$ cat src/design/lpps_pkg.sv
// ----------------------------------------------------------------------------
// LED pulse pattern sequencer package
// Item kinds, pattern codes, the step and color tables and the color scaler.
// ----------------------------------------------------------------------------
package lpps_pkg;

  // Width of a step index. Tables are padded to a full power of two.
  localparam int StepIdxW = 3;
  localparam int StepSlots = 2 ** StepIdxW;

  typedef enum logic [1:0] {
    KindTick  = 2'd0,
    KindPlay  = 2'd1,
    KindStop  = 2'd2,
    KindSolid = 2'd3
  } kind_e;

  localparam logic [2:0] PatNone = 3'd0;

  typedef logic [7:0] chan_t;
  typedef chan_t [2:0] rgb_t;  // index 0 red, 1 green, 2 blue

  localparam logic [StepIdxW-1:0] StepCount [8] = '{
    3'd0, 3'd2, 3'd4, 3'd2, 3'd6, 3'd2, 3'd3, 3'd6
  };

  localparam logic [7:0] StepLevel [8][StepSlots] = '{
    '{8'd0,   8'd0, 8'd0,   8'd0, 8'd0,   8'd0, 8'd0, 8'd0},
    '{8'd70,  8'd0, 8'd0,   8'd0, 8'd0,   8'd0, 8'd0, 8'd0},
    '{8'd220, 8'd0, 8'd220, 8'd0, 8'd0,   8'd0, 8'd0, 8'd0},
    '{8'd180, 8'd0, 8'd0,   8'd0, 8'd0,   8'd0, 8'd0, 8'd0},
    '{8'd255, 8'd0, 8'd255, 8'd0, 8'd255, 8'd0, 8'd0, 8'd0},
    '{8'd140, 8'd0, 8'd0,   8'd0, 8'd0,   8'd0, 8'd0, 8'd0},
    '{8'd255, 8'd120, 8'd0, 8'd0, 8'd0,   8'd0, 8'd0, 8'd0},
    '{8'd90,  8'd0, 8'd130, 8'd0, 8'd170, 8'd0, 8'd0, 8'd0}
  };

  localparam logic [7:0] StepTicks [8][StepSlots] = '{
    '{8'd0,   8'd0,  8'd0,   8'd0,  8'd0,   8'd0,   8'd0, 8'd0},
    '{8'd100, 8'd24, 8'd0,   8'd0,  8'd0,   8'd0,   8'd0, 8'd0},
    '{8'd100, 8'd80, 8'd100, 8'd60, 8'd0,   8'd0,   8'd0, 8'd0},
    '{8'd40,  8'd20, 8'd0,   8'd0,  8'd0,   8'd0,   8'd0, 8'd0},
    '{8'd80,  8'd50, 8'd80,  8'd50, 8'd80,  8'd150, 8'd0, 8'd0},
    '{8'd50,  8'd20, 8'd0,   8'd0,  8'd0,   8'd0,   8'd0, 8'd0},
    '{8'd20,  8'd24, 8'd16,  8'd0,  8'd0,   8'd0,   8'd0, 8'd0},
    '{8'd65,  8'd28, 8'd70,  8'd34, 8'd95,  8'd28,  8'd0, 8'd0}
  };

  localparam rgb_t Hue [8] = '{
    '{8'd0,   8'd0,   8'd0},
    '{8'd40,  8'd140, 8'd255},
    '{8'd80,  8'd255, 8'd60},
    '{8'd80,  8'd180, 8'd255},
    '{8'd0,   8'd0,   8'd255},
    '{8'd255, 8'd120, 8'd40},
    '{8'd255, 8'd255, 8'd255},
    '{8'd170, 8'd255, 8'd90}
  };

  // floor(base * level / 255). For products below 65536,
  // (p + (p >> 8) + 1) >> 8 gives the exact quotient.
  function automatic chan_t scale_chan(chan_t base, logic [7:0] level);
    logic [15:0] prod;
    logic [16:0] sum;
    prod = base * level;
    sum  = {1'b0, prod} + {9'd0, prod[15:8]} + 17'd1;
    return sum[15:8];
  endfunction

endpackage

$ cat src/design/lpps_in_if.sv
// ----------------------------------------------------------------------------
// LED pulse pattern sequencer input channel
// Valid/ready channel carrying one command or tick item.
// ----------------------------------------------------------------------------
interface lpps_in_if;
  logic               valid;
  logic               ready;
  lpps_pkg::kind_e    kind;
  logic [2:0]         pattern;
  logic               use_default_color;
  logic [7:0]         red_in;
  logic [7:0]         green_in;
  logic [7:0]         blue_in;

  modport source (output valid, kind, pattern, use_default_color, red_in, green_in,
                  blue_in, input ready);
  modport sink (input valid, kind, pattern, use_default_color, red_in, green_in,
                blue_in, output ready);
endinterface

$ cat src/design/lpps_out_if.sv
// ----------------------------------------------------------------------------
// LED pulse pattern sequencer output channel
// Valid/ready channel carrying the LED color and running flag.
// ----------------------------------------------------------------------------
interface lpps_out_if;
  logic       valid;
  logic       ready;
  logic [7:0] led_red;
  logic [7:0] led_green;
  logic [7:0] led_blue;
  logic       running;

  modport source (output valid, led_red, led_green, led_blue, running, input ready);
  modport sink (input valid, led_red, led_green, led_blue, running, output ready);
endinterface

$ cat src/design/led_pulse_pattern_sequencer_top.sv
// ----------------------------------------------------------------------------
// LED pulse pattern sequencer
// Plays fixed RGB pulse patterns driven by millisecond ticks and commands.
// ----------------------------------------------------------------------------
// Usage: every item on the input channel (a tick, a play, a stop or a solid
// color command) produces exactly one transfer on the output channel, giving
// the LED color shown after that item and whether a pattern is still running.
// The sequencer state doubles as the output register, so the result of an
// item is presented in the cycle after its transfer is accepted.
// Throughput is one item per cycle while the receiver keeps up: all table
// lookups, the tick compare and the three 8x8 color scalers sit between the
// state registers and their next values. A new item is taken whenever the
// output is empty or is being taken in the same cycle.
// When the receiver stalls, the result holds and input ready drops until the
// pending result is transferred, so no result is lost or repeated.
// Reset clears all state: nothing playing, base color and LED off, output
// channel empty.
// ----------------------------------------------------------------------------
module led_pulse_pattern_sequencer_top (
  input  logic           clk_i,
  input  logic           rst_ni,
  lpps_in_if.sink        in_i,
  lpps_out_if.source     out_o
);

  localparam int IdxW = lpps_pkg::StepIdxW;

  logic                 playing_q, playing_d;
  logic [IdxW-1:0]      step_idx_q, step_idx_d;
  logic [IdxW-1:0]      step_total_q, step_total_d;
  logic [2:0]           pattern_q, pattern_d;
  logic [7:0]           elapsed_q, elapsed_d;
  lpps_pkg::rgb_t       base_q, base_d;
  lpps_pkg::rgb_t       shown_q, shown_d;
  logic                 out_valid_q;

  logic                 accept_in;
  logic                 scale_en;
  lpps_pkg::rgb_t       scale_base;
  logic [7:0]           scale_level;
  lpps_pkg::rgb_t       in_rgb;
  logic [7:0]           elapsed_inc;
  logic [IdxW-1:0]      next_idx;

  // An item is taken when the output slot is free or drains this cycle.
  assign in_i.ready = !out_valid_q || out_o.ready;
  assign accept_in  = in_i.valid && in_i.ready;

  assign in_rgb      = '{in_i.blue_in, in_i.green_in, in_i.red_in};
  assign elapsed_inc = (elapsed_q == 8'hFF) ? elapsed_q : elapsed_q + 8'd1;
  assign next_idx    = step_idx_q + 1'b1;

  always_comb begin
    playing_d    = playing_q;
    step_idx_d   = step_idx_q;
    step_total_d = step_total_q;
    pattern_d    = pattern_q;
    elapsed_d    = elapsed_q;
    base_d       = base_q;
    shown_d      = shown_q;
    scale_en     = 1'b0;
    scale_base   = base_q;
    scale_level  = '0;

    unique case (in_i.kind)
      lpps_pkg::KindTick: begin
        if (playing_q) begin
          elapsed_d = elapsed_inc;
          if (elapsed_inc >= lpps_pkg::StepTicks[pattern_q][step_idx_q]) begin
            step_idx_d = next_idx;
            if (next_idx >= step_total_q) begin
              // Last step has run out: turn the LED off.
              playing_d    = 1'b0;
              step_idx_d   = '0;
              step_total_d = '0;
              shown_d      = '0;
            end else begin
              elapsed_d   = '0;
              scale_en    = 1'b1;
              scale_level = lpps_pkg::StepLevel[pattern_q][next_idx];
            end
          end
        end
      end
      lpps_pkg::KindPlay: begin
        if (in_i.pattern == lpps_pkg::PatNone) begin
          playing_d    = 1'b0;
          step_idx_d   = '0;
          step_total_d = '0;
          shown_d      = '0;
        end else begin
          base_d       = in_i.use_default_color ? lpps_pkg::Hue[in_i.pattern] : in_rgb;
          pattern_d    = in_i.pattern;
          step_total_d = lpps_pkg::StepCount[in_i.pattern];
          step_idx_d   = '0;
          elapsed_d    = '0;
          playing_d    = (lpps_pkg::StepCount[in_i.pattern] != '0);
          if (lpps_pkg::StepCount[in_i.pattern] != '0) begin
            scale_en    = 1'b1;
            scale_base  = base_d;
            scale_level = lpps_pkg::StepLevel[in_i.pattern][0];
          end
        end
      end
      lpps_pkg::KindStop: begin
        playing_d    = 1'b0;
        step_idx_d   = '0;
        step_total_d = '0;
        shown_d      = '0;
      end
      lpps_pkg::KindSolid: begin
        // Full intensity shows the given color unchanged; step index is kept.
        playing_d    = 1'b0;
        step_total_d = '0;
        base_d       = in_rgb;
        shown_d      = in_rgb;
      end
      default: begin
        shown_d = shown_q;
      end
    endcase

    if (scale_en) begin
      for (int c = 0; c < 3; c++) begin
        shown_d[c] = lpps_pkg::scale_chan(scale_base[c], scale_level);
      end
    end
  end

  always_ff @(posedge clk_i or negedge rst_ni) begin
    if (!rst_ni) begin
      playing_q    <= 1'b0;
      step_idx_q   <= '0;
      step_total_q <= '0;
      pattern_q    <= lpps_pkg::PatNone;
      elapsed_q    <= '0;
      base_q       <= '0;
      shown_q      <= '0;
      out_valid_q  <= 1'b0;
    end else begin
      if (accept_in) begin
        playing_q    <= playing_d;
        step_idx_q   <= step_idx_d;
        step_total_q <= step_total_d;
        pattern_q    <= pattern_d;
        elapsed_q    <= elapsed_d;
        base_q       <= base_d;
        shown_q      <= shown_d;
        out_valid_q  <= 1'b1;
      end else if (out_o.ready) begin
        out_valid_q  <= 1'b0;
      end
    end
  end

  // The state registers hold the result of the last accepted item.
  assign out_o.valid     = out_valid_q;
  assign out_o.led_red   = shown_q[0];
  assign out_o.led_green = shown_q[1];
  assign out_o.led_blue  = shown_q[2];
  assign out_o.running   = playing_q;

endmodule

$ cat src/flat_wrapper.sv
// flat-port wrapper written by rule: the top's interface ports become plain ports
module led_pulse_pattern_sequencer_top_flat 
  (clk_i, rst_ni, in_i_valid, in_i_kind, in_i_pattern, in_i_use_default_color, in_i_red_in, in_i_green_in, in_i_blue_in, in_i_ready, out_o_valid, out_o_led_red, out_o_led_green, out_o_led_blue, out_o_running, out_o_ready);
  lpps_in_if in_i_i ();
  lpps_out_if out_o_i ();
  input  logic clk_i;
  input  logic rst_ni;
  input wire logic [$bits(in_i_i.valid)-1:0] in_i_valid;
  input wire logic [$bits(in_i_i.kind)-1:0] in_i_kind;
  input wire logic [$bits(in_i_i.pattern)-1:0] in_i_pattern;
  input wire logic [$bits(in_i_i.use_default_color)-1:0] in_i_use_default_color;
  input wire logic [$bits(in_i_i.red_in)-1:0] in_i_red_in;
  input wire logic [$bits(in_i_i.green_in)-1:0] in_i_green_in;
  input wire logic [$bits(in_i_i.blue_in)-1:0] in_i_blue_in;
  output wire logic [$bits(in_i_i.ready)-1:0] in_i_ready;
  output wire logic [$bits(out_o_i.valid)-1:0] out_o_valid;
  output wire logic [$bits(out_o_i.led_red)-1:0] out_o_led_red;
  output wire logic [$bits(out_o_i.led_green)-1:0] out_o_led_green;
  output wire logic [$bits(out_o_i.led_blue)-1:0] out_o_led_blue;
  output wire logic [$bits(out_o_i.running)-1:0] out_o_running;
  input wire logic [$bits(out_o_i.ready)-1:0] out_o_ready;
  assign in_i_i.valid = in_i_valid;
  assign in_i_i.kind = in_i_kind;
  assign in_i_i.pattern = in_i_pattern;
  assign in_i_i.use_default_color = in_i_use_default_color;
  assign in_i_i.red_in = in_i_red_in;
  assign in_i_i.green_in = in_i_green_in;
  assign in_i_i.blue_in = in_i_blue_in;
  assign in_i_ready = in_i_i.ready;
  assign out_o_valid = out_o_i.valid;
  assign out_o_led_red = out_o_i.led_red;
  assign out_o_led_green = out_o_i.led_green;
  assign out_o_led_blue = out_o_i.led_blue;
  assign out_o_running = out_o_i.running;
  assign out_o_i.ready = out_o_ready;
  led_pulse_pattern_sequencer_top u_core (.clk_i(clk_i), .rst_ni(rst_ni), .in_i(in_i_i), .out_o(out_o_i));
endmodule
$ cat config.mk
export PLATFORM = sky130hd
export DESIGN_NAME = led_pulse_pattern_sequencer_top_flat
export DESIGN_NICKNAME = d
export VERILOG_FILES = /design/src/design/lpps_pkg.sv /design/src/design/lpps_in_if.sv /design/src/design/lpps_out_if.sv /design/src/design/led_pulse_pattern_sequencer_top.sv /design/src/flat_wrapper.sv
export SDC_FILE = /design/constraint.sdc
export NUM_CORES = 1
export LEC_CHECK = 0
export ABC_AREA = 0
export BUFFER_PORTS_ARGS = -buffer_cell sky130_fd_sc_hd__buf_2
export CAP_MARGIN = 20
export CORE_MARGIN = 5
export CORE_UTILIZATION = 50
export DETAILED_ROUTE_END_ITERATION = 8
export PLACE_DENSITY = 0.78
export SLEW_MARGIN = 20
export SYNTH_ARGS = -nofsm -noshare
export SYNTH_HDL_FRONTEND = slang
export SYNTH_SLANG_ARGS = --single-unit
$ cat constraint.sdc
create_clock -name clk_i -period 10.9 [get_ports clk_i]
set_input_delay 2.18 -clock clk_i [delete_from_list [all_inputs] [get_ports clk_i]]
set_output_delay 2.18 -clock clk_i [all_outputs]
set_load 0.01 [all_outputs]
==> flow_summary.yaml, run 1 <==
status:
  outcome: "complete, no violations"
clocking:
  cts_sinks: 67
  clk_latency_ns: 0.34
  path_clk_slew_ns: 0.06
  h-tree-depth: 3
  clock_path_buffers: 2
  post-cts-setup-buffers: 0
  cts_resized: 0
  cts_tree: "yes"
  ctsHoldBuffers: 0
  cts_made_buffers: 9
  cts-root-buf: "clkbuf_16"
sta:
  setup_viol_count_final: 0
  rsz0062_at_grt: "no"
  final-max-slew-violation-count: 0
  setup_slack_ns: 0.698
  fmax_mhz: 98.0
  slew_headroom_pct: 33.6
  skew_ns: 0.00663
  hold_violations: 0
  fin_crit_ns: 10.20
  worstMarginPinSlew_ns: 0.986
  setup_tns_ns: 0
  period_share_pct: 93.6
route:
  drt_first_iter_violations: 982
  via_per_inst: 5.79
  vias: 10900
  first_pass_iters: 5
  routedWlPerCell_um: 16.8
  ant_nets: 0
  drc: 0
  routed_wl_um: 31700
setup_path:
  crit_path_top_delay_cell: "a21oi_1"
  cp_num_cells: 32
  cp_max_fo: 46
  rrSetupSlack_ns: 0.73
  end_kind: "flop"
  reg2reg_depth: 34
  critPathKind: "in -> reg"
  start_kind: "input port"
  slowest_delay_ns: 0.80
  worstPathArrival_ns: 10.37
  worst-path-buf-inv: 6
  cp_top_family: "adder cells"
  crit_top_cell: "inv_1"
  crit_required_ns: 11.07
synthesis:
  yosysTopAreaCellShare_pct: 17.9
  ys_top_cells_by_area: "fa_1 (18%), ha_1 (16%), dfrtp_1 (14%)"
  synth_seq_cells: 67
  synth_area_um2: 12100
  ys_types: 74
  yosysMostFrequentCell: "nor2_1"
  syn_inst: 1513
  avgSynthCellArea_um2: 8.00
  synth_commonest_cells: "nor2_1 (239), inv_1 (189), ha_1 (158)"
  async_flop_share_pct: 100
  synth_nets: 1813
  yosysSeqAreaShare_pct: 13.9
  synth_ff_type: "dfrtp_1"
  synth_edf_count: 0
  yosys_warnings: 0
  synth_top_cell_by_area: "fa_1"
layout:
  final_area_um2: 13100
  multi_input_area_um2: 9510
  antenna_cells: 0
  nets: 1854
  seq_area_um2: 1680
  fillers: 2210
  synthToLayoutAreaGrowth_pct: 8.33
  drive_above_1_share_pct: 10.7
place:
  gp_congestion: 0.938
  dpl-instance-area_um2: 12800
  io_buffer_count: 60
  place_ws_ns: 0.477
  hpwl_um: 25000
power:
  vdd_ir_drop_max_mv: 0.0992
  p_leak_nw: 6.73
  finalPower_mw: 1.41
  powerDensity_nw_per_um2: 108
floorplanning:
  start_util_pct: 50.2
  ios: 61
  die_h_um: 166
  die_area_um2: 27400
  die_w_um: 166
  fp-row-count: 57
  coreArea_um2: 24100
global_routing:
  grtUsageTotal_pct: 23.5
  grt_pass1_wl_um: 52200
  overflow: 0
  grt_pass1_vias: 10500
  antenna_found_initial: 0
  grt_max_degree: 68
worst_hold_path:
  hold_depth: 2
  worstHoldPathType: "reg -> reg"
flow_run:
  maxCapViolations: 0
[registers in the layout, summed over array words and instances, names as in the netlist]
| signal | cells |
|---|---|
| u_core.out_o.led_green | 8 |
| u_core.pattern_q | 3 |
| u_core.base_q | 24 |
| u_core.step_total_q | 3 |
| u_core.step_idx_q | 3 |
| u_core.out_o.led_red | 8 |
| u_core.out_o.valid | 1 |
| u_core.elapsed_q | 8 |
| u_core.out_o.led_blue | 8 |
| u_core.out_o.running | 1 |
[layout by cell type, fill, tap and decap left out, drive strengths merged, types with 8 or more instances in the layout]
cell type  count
o221ai        17
xnor2         40
dfrtp         67
and2          10
inv          190
a21o          19
nand3         30
o211ai        16
xor2          23
ha           158
fa           108
a21oi        104
o21a          13
mux2i         29
clkbuf         9
or2           38
nand2        130
nor3          13
nor2         239
a211oi        11
nand4          9
o21ai         87
buf           85
and3          12
a31oi          8
nand2b        12
[stage by stage]
step           hold WS (ns)  util [%]  std cells
2_1_floorplan         0.450         -       1513
3_3_place_gp          0.462      53.1       1867
3_5_place_dp          0.471      53.1       1867
4_1_cts               0.484      54.4       1882
5_1_grt               0.512      54.4       1882
6_report              0.481      54.4       1882
[area by class of cell]
class                   instances  share of cell area [%]
clock buffers                   9                    1.72
clock inverters                 6                   0.687
inverters                     189                    5.41
multi-input cells            1202                    72.6
flip-flops and latches         67                    12.8
well taps                     324                    3.09
repair buffers                 85                    3.72
[worst register-to-register path, delay by kind of cell (launching register included)]
kind	cells	cell delay (ns)
compound gates	16	3.45
flops	1	0.77
xor+xnor	2	0.74
buf+inv	4	0.68
fa+ha+maj	7	3.03
simple gates	5	1.33
[final timing paths]
check                                     from                  endpoint
setup / recovery               in_i_pattern[0]  u_core.out_o.led_blue[1]
hold / removal                u_core.base_q[9]          u_core.base_q[9]
setup reg to reg           u_core.pattern_q[2]   u_core.out_o.led_red[6]
hold reg to reg               u_core.base_q[9]          u_core.base_q[9]
max in group asynchronous               rst_ni  u_core.out_o.led_blue[6]
min in group asynchronous               rst_ni       u_core.elapsed_q[2]
[report_power, final]
part / switching, mW / internal (mW) / total (mW)
Clock: 0.123 / 0.200 / 0.323
Combinational: 0.485 / 0.280 / 0.764
Sequential: 0.0359 / 0.290 / 0.326
Total: 0.644 / 0.770 / 1.41
[cells by family (layout without fill, tap and decap cells)]
family,Yosys count,after routing,synth area share [%]
buffers and inverters,244,289,7.67
XOR/XNOR,63,63,4.72
adder cells (fa/ha/maj),266,266,34.2
flip-flops,67,67,13.9
multiplexers,31,31,2.78
AND/OR/NAND/NOR,509,509,18.4
AO/OA/AOI/OAI,333,333,18.3
[layer usage]
metal / track usage (%) / vias up / share of wire [%]
li1: - / 5155 / -
met1: 30.7 / 5309 / 42
met2: 39.3 / 364 / 47
met3: 3.57 / 76 / 6.5
met4: 9.04 / 0 / 3.9
met5: 0 / - / 0
Power figures use the tool's default switching activity.
==> inputs of run 2 (changes only) <==
CTS_BUF_LIST = sky130_fd_sc_hd__clkbuf_8   (was not set)
==> run 2 against run 1 <==
Net effect: register-to-register slack hardly changed; routed wire length shrank 0.67%; worst hold slack improved by 0.0050 ns; clock skew is 0.0025 ns higher; final cell count stayed put; sequential power about the same; combinational power is essentially flat; count of clock-buffer cells in the layout did not move; critical path type is now reg -> reg.
==> flow_summary.yaml, run 2 (synthesized netlist as in run 1, its figures left out) <==
sta:
  setup_viol_count_final: 0
  setup_tns_ns: 0
  worstMarginPinSlew_ns: 0.988
  hold_violations: 0
  skew_ns: 0.00916
  fmax_mhz: 98.3
  rsz0062_at_grt: "no"
  period_share_pct: 93.3
  fin_crit_ns: 10.17
  slew_headroom_pct: 33.5
  final-max-slew-violation-count: 0
setup_path:
  crit_required_ns: 11.10
  start_kind: "flop"
  worst-path-buf-inv: 4
  cp_num_cells: 34
  reg2reg_depth: 34
  end_kind: "flop"
  slowest_delay_ns: 0.78
  r2r_start: "u_core.pattern_q[2]"
  crit_start: "u_core.pattern_q[2]"
  cp_max_fo: 21
  crit_path_top_delay_cell: "dfrtp_1"
  cp_top_family: "compound AO/OA/AOI/OAI gates"
  worstPathArrival_ns: 10.37
  critPathKind: "reg -> reg"
route:
  routedWlPerCell_um: 16.7
  drt_first_iter_violations: 959
  routed_wl_um: 31500
  vias: 10900
  ant_nets: 0
  first_pass_iters: 8
  via_per_inst: 5.77
  drc: 0
clocking:
  cts-root-buf: "clkbuf_8"
  ctsHoldBuffers: 0
  cts_made_buffers: 9
  clock_path_buffers: 2
  h-tree-depth: 3
  cts_tree: "yes"
  post-cts-setup-buffers: 0
  cts_resized: 0
  path_clk_slew_ns: 0.08
  cts_sinks: 67
  clk_latency_ns: 0.36
layout:
  final_common_cell: "nor2_1"
  fillers: 2230
  synthToLayoutAreaGrowth_pct: 7.49
  mostFrequentLayoutCells: "nor2_1 (239), inv_1 (189), ha_1 (158)"
  nets: 1854
  top_register: "u_core.base_q"
  drive_above_1_share_pct: 10.7
  antenna_cells: 0
  final_cells: 1882
  multi_input_area_um2: 9510
  largest_reg_flops: 24
  seq_area_um2: 1680
flow_run:
  maxCapViolations: 0
floorplanning:
  die_h_um: 166
  coreArea_um2: 24100
  die_area_um2: 27400
  die_w_um: 166
  fp-row-count: 57
  start_util_pct: 50.2
  ios: 61
place:
  gp_congestion: 0.938
  io_buffer_count: 60
  hpwl_um: 25000
  dp_cells: 1867
global_routing:
  overflow: 0
  grtUsageTotal_pct: 23.2
  antenna_found_initial: 0
  grt_max_degree: 68
  grt_pass1_vias: 10400
  grt_pass1_wl_um: 51500
worst_hold_path:
  hp-start: "u_core.base_q[9]"
  hold_depth: 2
  worstHoldPathType: "reg -> reg"
power:
  p_leak_nw: 6.68
  powerDensity_nw_per_um2: 102
  vdd_ir_drop_max_mv: 0.0842
status:
  outcome: "complete, no violations"
## run 2: cell types whose count changed in the layout (fill, tap and decap cells not counted)
cell,previous run,this run
clkbuf_16,9,0
clkbuf_8,0,9
## run 2: cell type report
| cell class | count | area share, % |
|---|---|---|
| clock buffer | 9 | 0.953 |
| clock inverter | 6 | 0.693 |
| inverter | 189 | 5.46 |
| multi-input combinational | 1202 | 73.1 |
| sequential | 67 | 12.9 |
| tap | 324 | 3.12 |
| timing repair buffer | 85 | 3.75 |
## run 2: path summary, 6_finish.rpt
path / end / slack (ns)
hold reg to reg: u_core.base_q[9] / 0.49
max in group asynchronous: u_core.out_o.led_blue[6] / 8.22
hold / removal: u_core.base_q[9] / 0.49
setup / recovery: u_core.out_o.led_red[6] / 0.73
setup reg to reg: u_core.out_o.led_red[6] / 0.73
min in group asynchronous: u_core.elapsed_q[2] / 2.02
## run 2: layer usage
layer,share of wire (%),vias to the layer above,GRT usage (%)
met3,7.0,75,3.45
li1,-,5149,-
met1,42,5271,30.6
met4,3.9,0,8.44
met2,47,371,38.8
met5,0,-,0
## run 2: worst reg2reg max path: cells and delay by family, from the launching register on
kind / cells / cell delay (ns)
AOI/OAI and AO/OA: 16 / 3.44
adders and majority gates: 7 / 3.03
DFF: 1 / 0.78
and+or+nand+nor: 5 / 1.34
xor gates and xnor gates: 2 / 0.73
buffers and inverters: 4 / 0.68
## run 2: power breakdown
| part | internal, mW | switching, mW | leakage (nW) |
|---|---|---|---|
| sequential | 0.290 | 0.0362 | 0.877 |
| clock | 0.128 | 0.114 | 0.106 |
| combinational | 0.280 | 0.482 | 5.70 |
## run 2: per-stage QoR
| stage | worst slack [ns] | hold slack (ns) | cell area (um^2) | total power, mW | utilization [%] |
|---|---|---|---|---|---|
| 6_report | 0.730 | 0.486 | 13000 | 1.33 | 53.9 |
| 5_1_grt | 0.166 | 0.518 | 13000 | 1.44 | 53.9 |
| 4_1_cts | 0.823 | 0.489 | 13000 | 1.32 | 53.9 |
| 3_5_place_dp | 0.477 | 0.471 | 12800 | 1.08 | 53.1 |
| 3_3_place_gp | 0.769 | 0.462 | 12800 | 1.06 | 53.1 |
| 2_1_floorplan | 1.43 | 0.450 | 12100 | 0.863 | - |
